$ cat config.mk
export PLATFORM = sky130hd
export DESIGN_NAME = macro_op_fusion_pair_detector_core
export DESIGN_NICKNAME = d
export VERILOG_FILES = /design/src/hw/rtl/mofd_pkg.sv /design/src/hw/rtl/mofd_match.sv /design/src/hw/rtl/mofd_outq.sv /design/src/hw/rtl/macro_op_fusion_pair_detector_core.sv
export VERILOG_INCLUDE_DIRS = /design/src /design/src/hw/rtl
export SDC_FILE = /design/constraint.sdc
export NUM_CORES = 1
export LEC_CHECK = 0
export BUFFER_PORTS_ARGS = -buffer_cell sky130_fd_sc_hd__buf_2
export CORE_MARGIN = 2
export CORE_UTILIZATION = 40
export CTS_CLUSTER_SIZE = 25
export DETAILED_ROUTE_END_ITERATION = 12
export PLACE_DENSITY = 0.55
export SYNTH_ARGS = -nofsm -noshare
export SYNTH_HDL_FRONTEND = slang
export SYNTH_HIERARCHICAL = 1
export SYNTH_SLANG_ARGS = --single-unit
$ cat constraint.sdc
create_clock -name clk -period 29.6 [get_ports clk]
set_input_delay 8.88 -clock clk [delete_from_list [all_inputs] [get_ports clk]]
set_output_delay 8.88 -clock clk [all_outputs]
set_load 0.03 [all_outputs]
$ cat src/hw/rtl/macro_op_fusion_pair_detector_core_defines.svh
// Assertion macros for the fusion pair detector core.
`ifndef MACRO_OP_FUSION_PAIR_DETECTOR_CORE_DEFINES_SVH
`define MACRO_OP_FUSION_PAIR_DETECTOR_CORE_DEFINES_SVH

// Condition holds at every edge outside reset.
`define MOFD_ASSERT_ALWAYS(lbl, cond, msg) \
  lbl: assert property (@(posedge clk) disable iff (!rst_n) (cond)) else $error(msg);

// Consequent holds in the same cycle as the antecedent.
`define MOFD_ASSERT_SAME(lbl, ante, cons, msg) \
  lbl: assert property (@(posedge clk) disable iff (!rst_n) (ante) |-> (cons)) \
    else $error(msg);

// Consequent holds in the cycle after the antecedent.
`define MOFD_ASSERT_NEXT(lbl, ante, cons, msg) \
  lbl: assert property (@(posedge clk) disable iff (!rst_n) (ante) |=> (cons)) \
    else $error(msg);

`endif

$ cat src/hw/rtl/mofd_pkg.sv
// Shared types and constants for the fusion pair detector.
`default_nettype none
package mofd_pkg;

  localparam logic [6:0] OPC_LUI   = 7'h37;
  localparam logic [6:0] OPC_AUIPC = 7'h17;
  localparam logic [6:0] OPC_OPIMM = 7'h13;
  localparam logic [6:0] OPC_OP    = 7'h33;

  localparam logic [2:0] FN3_ADD  = 3'h0;
  localparam logic [2:0] FN3_SRL  = 3'h5;
  localparam logic [2:0] FN3_ANDI = 3'h7;
  localparam logic [6:0] FN7_ZERO = 7'h00;

  localparam logic [31:0] UPPER_MASK = 32'hFFFF_F000;

  localparam logic [2:0] KIND_SINGLE = 3'd0;
  localparam logic [2:0] KIND_LUI    = 3'd1;
  localparam logic [2:0] KIND_AUIPC  = 3'd2;
  localparam logic [2:0] KIND_ADD    = 3'd3;
  localparam logic [2:0] KIND_SHIFT  = 3'd4;

  // Result queue depth, power of two, at least 4.
  localparam int QUEUE_DEPTH = 4;

  typedef struct packed {
    logic [2:0]  kind;
    logic [31:0] first_word;
    logic [31:0] second_word;
    logic [31:0] imm;
    logic        last;
  } item_t;

  // Up to two result items written into the queue in one cycle.
  typedef struct packed {
    logic [1:0] cnt;
    item_t      item0;
    item_t      item1;
  } push_t;

endpackage
`default_nettype wire

$ cat src/hw/rtl/mofd_match.sv
// Pair matcher: fusion kind and combined immediate for a pending/new word pair.
`default_nettype none
module mofd_match (
  input  wire logic [31:0] first_word,
  input  wire logic [31:0] second_word,
  output logic [2:0]       kind,
  output logic [31:0]      imm
);

  logic [6:0] a_opc, b_opc, a_fn7, b_fn7;
  logic [4:0] a_rd, b_rd, b_rs1;
  logic [2:0] a_fn3, b_fn3;
  logic       b_addi, a_add, b_add, a_srl, b_andi;
  logic       rs1_chain, rd_same;

  assign a_opc = first_word[6:0];
  assign b_opc = second_word[6:0];
  assign a_rd  = first_word[11:7];
  assign b_rd  = second_word[11:7];
  assign b_rs1 = second_word[19:15];
  assign a_fn3 = first_word[14:12];
  assign b_fn3 = second_word[14:12];
  assign a_fn7 = first_word[31:25];
  assign b_fn7 = second_word[31:25];

  assign rs1_chain = (b_rs1 == a_rd);
  assign rd_same   = (b_rd == a_rd);

  assign b_addi = (b_opc == mofd_pkg::OPC_OPIMM) && (b_fn3 == mofd_pkg::FN3_ADD);
  assign a_add  = (a_opc == mofd_pkg::OPC_OP) && (a_fn3 == mofd_pkg::FN3_ADD) &&
                  (a_fn7 == mofd_pkg::FN7_ZERO);
  assign b_add  = (b_opc == mofd_pkg::OPC_OP) && (b_fn3 == mofd_pkg::FN3_ADD) &&
                  (b_fn7 == mofd_pkg::FN7_ZERO);
  // SRL or SRLI; for SRLI the top seven bits are imm[11:5]
  assign a_srl  = ((a_opc == mofd_pkg::OPC_OP) || (a_opc == mofd_pkg::OPC_OPIMM)) &&
                  (a_fn3 == mofd_pkg::FN3_SRL) && (a_fn7 == mofd_pkg::FN7_ZERO);
  assign b_andi = (b_opc == mofd_pkg::OPC_OPIMM) && (b_fn3 == mofd_pkg::FN3_ANDI);

  always_comb begin
    if ((a_opc == mofd_pkg::OPC_LUI) && b_addi && rs1_chain && rd_same) begin
      kind = mofd_pkg::KIND_LUI;
    end else if ((a_opc == mofd_pkg::OPC_AUIPC) && b_addi && rs1_chain && rd_same) begin
      kind = mofd_pkg::KIND_AUIPC;
    end else if (a_add && b_add && rs1_chain) begin
      kind = mofd_pkg::KIND_ADD;
    end else if (a_srl && b_andi && rs1_chain) begin
      kind = mofd_pkg::KIND_SHIFT;
    end else begin
      kind = mofd_pkg::KIND_SINGLE;
    end
  end

  assign imm = (first_word & mofd_pkg::UPPER_MASK) +
               {{20{second_word[31]}}, second_word[31:20]};

endmodule
`default_nettype wire

$ cat src/hw/rtl/mofd_outq.sv
// Result queue: takes up to two items a cycle, hands out one while the output is not stalled.
`default_nettype none
module mofd_outq #(
  parameter int DEPTH = mofd_pkg::QUEUE_DEPTH
) (
  input  wire logic            clk,
  input  wire logic            rst_n,
  input  wire mofd_pkg::push_t push,
  output logic                 room,
  output logic                 out_valid,
  input  wire logic            out_stall,
  output mofd_pkg::item_t      out_item
);

  localparam int PW = $clog2(DEPTH);
  localparam int CW = $clog2(DEPTH + 1);

  mofd_pkg::item_t mem_r [DEPTH];
  logic [PW-1:0]   wr_ptr_r, wr_ptr_nxt, rd_ptr_r, rd_ptr_nxt;
  logic [CW-1:0]   count_r, count_nxt;
  logic            pop;

  assign out_valid = (count_r != '0);
  assign pop       = out_valid && !out_stall;
  assign out_item  = mem_r[rd_ptr_r];
  // two free slots, not counting a pop in this cycle
  assign room      = (count_r <= CW'(DEPTH - 2));

  assign wr_ptr_nxt = wr_ptr_r + PW'(push.cnt);
  assign rd_ptr_nxt = rd_ptr_r + PW'(pop);
  assign count_nxt  = count_r + CW'(push.cnt) - CW'(pop);

  always_ff @(posedge clk) begin
    if (!rst_n) begin
      wr_ptr_r <= '0;
      rd_ptr_r <= '0;
      count_r  <= '0;
    end else begin
      wr_ptr_r <= wr_ptr_nxt;
      rd_ptr_r <= rd_ptr_nxt;
      count_r  <= count_nxt;
    end
  end

  always_ff @(posedge clk) begin
    if (push.cnt != 2'd0) begin
      mem_r[wr_ptr_r] <= push.item0;
    end
    if (push.cnt == 2'd2) begin
      mem_r[wr_ptr_r + PW'(1)] <= push.item1;
    end
  end

endmodule
`default_nettype wire

$ cat src/hw/rtl/macro_op_fusion_pair_detector_core.sv
// An accepted word is held in the input register, then its result is written to the result queue before it is offered.
// Throughput: one instruction word per cycle while the queue has room; a word that flushes two
// singles pushes two items, absorbed by the result queue.
// The input register drains only when the queue has two free slots.
// Reset (synchronous, rst_n low) clears the pending flag and empties the queue.
`default_nettype none
`include "macro_op_fusion_pair_detector_core_defines.svh"
module macro_op_fusion_pair_detector_core #(
  parameter int QUEUE_DEPTH = mofd_pkg::QUEUE_DEPTH
) (
  input  wire logic        clk,
  input  wire logic        rst_n,
  input  wire logic        in_valid,
  output logic             in_stall,
  input  wire logic [31:0] in_instruction,
  input  wire logic        in_end_of_block,
  output logic             out_valid,
  input  wire logic        out_stall,
  output logic [2:0]       out_fusion_kind,
  output logic [31:0]      out_first_word,
  output logic [31:0]      out_second_word,
  output logic [31:0]      out_combined_immediate,
  output logic             out_last_of_run
);

  logic            inr_v_r, inr_v_nxt;
  logic [31:0]     inr_word_r;
  logic            inr_eob_r;
  logic            pend_v_r, pend_v_nxt;
  logic [31:0]     pend_word_r, pend_word_nxt;
  logic            in_take, fire, room;
  logic [2:0]      match_kind;
  logic [31:0]     match_imm;
  mofd_pkg::push_t push;
  mofd_pkg::item_t out_item;

  assign fire     = inr_v_r && room;
  assign in_stall = inr_v_r && !fire;
  assign in_take  = in_valid && !in_stall;
  assign inr_v_nxt = in_take ? 1'b1 : (fire ? 1'b0 : inr_v_r);

  mofd_match u_match (
    .first_word  (pend_word_r),
    .second_word (inr_word_r),
    .kind        (match_kind),
    .imm         (match_imm)
  );

  always_comb begin
    push          = '0;
    pend_v_nxt    = pend_v_r;
    pend_word_nxt = pend_word_r;
    if (fire) begin
      if (!pend_v_r) begin
        if (inr_eob_r) begin
          push.cnt              = 2'd1;
          push.item0.kind       = mofd_pkg::KIND_SINGLE;
          push.item0.first_word = inr_word_r;
          push.item0.last       = 1'b1;
        end else begin
          pend_v_nxt    = 1'b1;
          pend_word_nxt = inr_word_r;
        end
      end else if (match_kind != mofd_pkg::KIND_SINGLE) begin
        push.cnt               = 2'd1;
        push.item0.kind        = match_kind;
        push.item0.first_word  = pend_word_r;
        push.item0.second_word = inr_word_r;
        push.item0.last        = 1'b1;
        if ((match_kind == mofd_pkg::KIND_LUI) || (match_kind == mofd_pkg::KIND_AUIPC)) begin
          push.item0.imm = match_imm;
        end
        pend_v_nxt = 1'b0;
      end else if (inr_eob_r) begin
        // flush: pending word, then the new word
        push.cnt              = 2'd2;
        push.item0.kind       = mofd_pkg::KIND_SINGLE;
        push.item0.first_word = pend_word_r;
        push.item1.kind       = mofd_pkg::KIND_SINGLE;
        push.item1.first_word = inr_word_r;
        push.item1.last       = 1'b1;
        pend_v_nxt            = 1'b0;
      end else begin
        push.cnt              = 2'd1;
        push.item0.kind       = mofd_pkg::KIND_SINGLE;
        push.item0.first_word = pend_word_r;
        push.item0.last       = 1'b1;
        pend_word_nxt         = inr_word_r;
      end
    end
  end

  always_ff @(posedge clk) begin
    if (!rst_n) begin
      inr_v_r  <= 1'b0;
      pend_v_r <= 1'b0;
    end else begin
      inr_v_r  <= inr_v_nxt;
      pend_v_r <= pend_v_nxt;
    end
  end

  always_ff @(posedge clk) begin
    if (in_take) begin
      inr_word_r <= in_instruction;
      inr_eob_r  <= in_end_of_block;
    end
    pend_word_r <= pend_word_nxt;
  end

  mofd_outq #(
    .DEPTH (QUEUE_DEPTH)
  ) u_outq (
    .clk       (clk),
    .rst_n     (rst_n),
    .push      (push),
    .room      (room),
    .out_valid (out_valid),
    .out_stall (out_stall),
    .out_item  (out_item)
  );

  assign out_fusion_kind        = out_item.kind;
  assign out_first_word         = out_item.first_word;
  assign out_second_word        = out_item.second_word;
  assign out_combined_immediate = out_item.imm;
  assign out_last_of_run        = out_item.last;

  `MOFD_ASSERT_NEXT(a_fuse_clears_pending, fire && pend_v_r && (match_kind != mofd_pkg::KIND_SINGLE), !pend_v_r, "fused pair left a word pending")
  `MOFD_ASSERT_SAME(a_double_only_on_flush, push.cnt == 2'd2, pend_v_r && inr_eob_r && fire, "two items pushed without a flush")
  `MOFD_ASSERT_SAME(a_single_fields_zero, out_valid && (out_fusion_kind == mofd_pkg::KIND_SINGLE), (out_second_word == 32'd0) && (out_combined_immediate == 32'd0), "single item carries pair fields")

endmodule
`default_nettype wire

-- Word level (Yosys, flattened, before mapping)
Memories as Yosys holds them, arrays and structs flattened. A register that Yosys moved wholly into a read port is not among the register bits.
Index checks and enable logic that the tools add are counted.
- bits in registers: 74
- RAM bits: 400
- input port bits: 37
- memories: 1
- add/sub/neg operators: 6
- magnitude comparators: 1
- eq/ne operators: 14
- muxes and demuxes: 34
- reduce and logical (&&, ||, !) cells: 36
- memories (name ; words ; bits a word ; read ports ; clocked after Yosys merged registers in ; write ports ; RTL line ; source):
    u_outq.mem_r ; 4 ; 100 ; 1 ; 1 ; 2 ; mofd_outq.sv:18 ; mofd_pkg::item_t mem_r [DEPTH];
- operators by type and width (cell ; number):
    32-bit two-way mux ; 6
    137-bit two-way mux ; 1
    64-bit two-way mux ; 2
    37-bit two-way mux ; 3
    36-bit two-way mux ; 1
    35-bit two-way mux ; 1
    32-bit adder ; 1
    1-bit logical AND ; 22
    7-bit by 5-bit equality test with 1-bit output (second input constant) ; 3
    7-bit by 6-bit equality test with 1-bit output (second input constant) ; 3
    1-bit two-way mux ; 15
    7-bit logical NOT ; 2
    3-bit two-way mux ; 4
    5-bit equality test ; 2
    3-bit equality test (second input constant) ; 2
    3-bit logical NOT ; 2
    3-bit nonzero test ; 2
    2-bit nonzero test ; 2
    3-bit by 2-bit adder with 3-bit output ; 1
    3-bit by 1-bit equality test with 1-bit output (second input constant) ; 1
    3-bit by 2-bit equality test with 1-bit output (second input constant) ; 1
    3-bit by 2-bit less-or-equal comparator with 1-bit output (second input constant) ; 1
    1-bit logical NOT ; 3
    3-bit by 1-bit subtractor with 3-bit output ; 1
    8 further kinds ; 9

-- Longest topological paths before layout
- depth in word-level cells: 19
- gate-level depth with buffers: 17
- depth with buffers taken out: 15

-- By module
Netlist, hierarchy kept.
- by module, submodules not included (module ; times used ; cells an instance ; area an instance (um^2) ; seq. area each (um^2)):
    mofd_outq ; 1 ; 1015 ; 19606.3 ; 12151.7
    macro_op_fusion_pair_detector_core ; 1 ; 358 ; 3822.4 ; 1991.9
    mofd_match ; 1 ; 172 ; 1292.5 ; 0.0

-- Worst setup path after synthesis
Ideal clock, no wire load.
- path kind: input -> register
- from: input port in_valid
- to: register inr_eob_r, enable pin
- library setup time: 0.427 ns
- arrival time: 10.370 ns
- path slack: 18.803 ns
- stages on the path: 1
- buffers on the path: 0
- cells stage by stage: nor2b_1
- word-level cells in the longest chain between the ends: 1
- RTL lines (element ; RTL line ; source):
    from (decl) ; macro_op_fusion_pair_detector_core.sv:13 ; input wire logic in_valid,
    1-bit logical AND ; macro_op_fusion_pair_detector_core.sv:39 ; assign in_take = in_valid && !in_stall;
    to (signal assigned) ; macro_op_fusion_pair_detector_core.sv:106 ; inr_eob_r <= in_end_of_block;
    to (decl) ; macro_op_fusion_pair_detector_core.sv:28 ; logic inr_eob_r;
Every way passes these cells.
A chain may end at the register's enable or synchronous reset.

==> flow_summary.ini <==
[timing]
min_period_over_period_pct = 43.6
clock-skew-final_ns = 0.0266
max_freq_ghz = 0.0774
rsz0062_at_grt = false
final.min_clock_period_ns = 12.91
timing_max_transition_violations_final = 0
fin_setup_tns_ns = 0
worst_slew_margin_rel_pct = 22.9
final-setup-viol-count = 0
report.final.hold_viol_count = 0
finalHoldWorstSlack_ns = 0.510
slew_at_the_pin_closest_to_its_max_slew_limit_ns = 1.15

[global_routing]
global_route_wire_length_before_repair_um = 102000
antenna_found_initial = 15
grt_use_total_pct = 21.9
grt_max_degree = 72
grt_remaining_overflow = 0
first_global_vias = 15300

[placement]
place.gp.congestion = 0.833
placedCellCount = 2651
port-buffer-count = 138
dp_hpwl_um = 42400

[outcome]
outcome = completed

[logic_synthesis]
synthFlopType = sky130_fd_sc_hd__edfxtp_1
syn_inst = 1545
synth.yosys.warnings = 6
ys_types = 61
post_synth.cell_area_avg_um2 = 16.0
ys_seq_elements = 474
post_synthesis_sequential_area_ratio_pct = 57.2
synthArstFlopShare_pct = 0
synth-edff-count = 465
synth.cell_area_um2 = 24700

[cts]
clk_pin_slew_worst_paths_ns = 0.06
holdBufCountCts = 0
cts_setup_buffers = 0
max-clock-path-buffers = 3
clk_root_buffer_cell = sky130_fd_sc_hd__clkbuf_16
cts_resized = 0
htree_levels = 2
clock_tree_from_tritoncts = done
worst_skew_pair.late_latency_ns = 0.62
cts.sink_count = 474
number_of_cts_inserted_buffers = 55

[final_layout]
fin_util_pct = 47.0
fraction_of_layout_instances_using_a_drive_strength_above_1_pct = 33.0
area.growth.synth_to_final_pct = 16.7
final-instance-count-excl-fill = 2758
fillers = 5396
final_nets = 1979

[setup_path]
end_kind = primary output
cp.required_ns = 20.72
timing.setup.critical_path_class = reg2out
worstSetupStartpointType = flip-flop
arrival_time_of_data_at_the_critical_path_endpoint_ns = 4.03
crit_path_max_fanout = 40

[power]
sw_power_uw = 536
power_per_cell_area_nw_per_um2 = 64.0
power.clock.fraction_pct = 36.9
irDropWorstVdd_v = 0.0000470
power.static_leakage_nw = 10.4
internal_power_mw = 1.31
power.share.combinational_pct = 19.7
sequentialPowerShare_pct = 43.5
switching_share_pct = 29.0

[detailed_routing]
wl_per_cell_um = 25.0
num_vias = 14800
detailedRoute.firstPassIterationCount = 5
post_drt_via_cell_ratio = 5.35
routed_wirelength_um = 69100
route.antenna.remaining_nets = 0
drt-initial-drc-count = 986
drcViolationCount = 0

[hold_path]
hold_path.class = reg2reg

[floorplan]
die_w_um = 253
std_cell_rows = 91
die-area_um2 = 63800
floorplan.io_pins = 139
die_y_um = 253
initial_core_util_pct = 40.3
core_um2 = 61400

[run]
drv.max_cap_violation_count = 0
-- path summary, 6_finish.rpt --
path / start / end / slack [ns] / cells after the start
setup / recovery: u_outq/rd_ptr_r[0]$_SDFF_PN0_ / out_second_word[23] / 16.69 / 4
hold / removal: inr_word_r[2]$_DFFE_PP_ / pend_word_r[2]$_DFFE_PP_ / 0.51 / 0
setup reg to reg: inr_word_r[6]$_DFFE_PP_ / u_outq/mem_r[0][66]$_DFFE_PP_ / 23.30 / 12
hold reg to reg: inr_word_r[2]$_DFFE_PP_ / pend_word_r[2]$_DFFE_PP_ / 0.51 / 0
-- cell families after synthesis --
family | after synthesis | share of synthesized area (%)
multiplexers | 501 | 27.4
flip-flops | 474 | 57.2
AND/OR/NAND/NOR | 275 | 7.22
buffers and inverters | 137 | 3.10
AO/OA/AOI/OAI | 100 | 2.64
XOR/XNOR | 33 | 1.17
adder cells (fa/ha/maj) | 24 | 1.28
other | 1 | 0.0152
-- per-layer routing --
metal,track usage (%),part of all wire (%),up-vias
met2,36.2,48,399
met3,5.13,6.3,122
li1,-,-,6619
met1,29.0,43,7591
met4,6.29,2.6,20
met5,0,0.18,-
-- Yosys cell counts (17+ instances only) --
cell                         n  area [um^2]
sky130_fd_sc_hd__ha_1       22          275
sky130_fd_sc_hd__mux4_2    100         2250
sky130_fd_sc_hd__nor3b_1    62          465
sky130_fd_sc_hd__nand2_1    44          165
sky130_fd_sc_hd__mux2_2    244         2750
sky130_fd_sc_hd__a21oi_1    53          265
sky130_fd_sc_hd__xnor2_1    26          228
sky130_fd_sc_hd__mux2_1    156         1760
sky130_fd_sc_hd__edfxtp_1  465        14000
sky130_fd_sc_hd__nand3b_1   32          240
sky130_fd_sc_hd__buf_2      33          165
sky130_fd_sc_hd__nor2_1     17         63.8
sky130_fd_sc_hd__nor3_2     29          290
sky130_fd_sc_hd__nand3_1    38          190
sky130_fd_sc_hd__clkbuf_1   28          105
sky130_fd_sc_hd__buf_4      46          345
-- worst max-delay path, stage by stage (launching register included) --
cell and delay [ns]:
sky130_fd_sc_hd__dfxtp_4 0.92, sky130_fd_sc_hd__buf_4 0.89, sky130_fd_sc_hd__buf_4 0.72, sky130_fd_sc_hd__mux4_2 0.62, sky130_fd_sc_hd__buf_2 0.20
-- stage by stage --
stage               setup WS [ns]  total power, mW  cell area (um^2)
floorplan                   18.80             1.08             25700
global placement            17.16             1.18             27100
detailed placement          17.17             1.18             27100
CTS                         16.51             1.87             28800
global route                16.35             1.92             28900
finish                      16.69             1.85             28900
-- cell usage in the layout, fill, tap and decap left out, types with 8 or more instances in the layout --
cell / n
sky130_fd_sc_hd__xnor2_1: 25
sky130_fd_sc_hd__ha_1: 22
sky130_fd_sc_hd__conb_1: 268
sky130_fd_sc_hd__a21oi_1: 52
sky130_fd_sc_hd__nand2_1: 43
sky130_fd_sc_hd__clkinv_1: 19
sky130_fd_sc_hd__clkbuf_16: 56
sky130_fd_sc_hd__mux2_1: 156
sky130_fd_sc_hd__nor4_1: 8
sky130_fd_sc_hd__nor2_1: 16
sky130_fd_sc_hd__nor3b_1: 62
sky130_fd_sc_hd__edfxtp_1: 465
sky130_fd_sc_hd__clkbuf_1: 11
sky130_fd_sc_hd__buf_4: 32
sky130_fd_sc_hd__inv_1: 16
sky130_fd_sc_hd__mux4_2: 100
sky130_fd_sc_hd__nand3b_1: 32
sky130_fd_sc_hd__mux2_2: 244
sky130_fd_sc_hd__buf_2: 138
sky130_fd_sc_hd__nand3_1: 37
sky130_fd_sc_hd__nor3_2: 29
-- power by group through the flow --
stage	logic, mW	clock network [mW]	registers [mW]
after floorplan	0.282	0	0.796
final	0.363	0.681	0.803
after global routing	0.389	0.723	0.807
after CTS	0.369	0.698	0.804
after detailed placement	0.366	0	0.817
after global placement	0.366	0	0.818
-- state kept, by name, indices dropped and copies added, names as in the netlist --
register         cells
inr_eob_r            1
inr_v_r              1
inr_word_r          32
pend_v_r             1
pend_word_r         32
u_outq/count_r       3
u_outq/mem_r       400
u_outq/rd_ptr_r      2
u_outq/wr_ptr_r      2
-- area by class of cell --
cell class	instances	area (um^2)	share of cell area (%)
Tap cell	790	988	3.43
Antenna cell	5	12.5	0.0434
Multi-Input combinational cell	1201	10900	37.9
Sequential cell	474	14200	49.0
Clock inverter	35	345	1.20
Clock buffer	67	1440	5.00
Inverter	16	60.1	0.208
Timing Repair Buffer	170	931	3.23
Note: power is estimated with default switching activity, not from simulation.
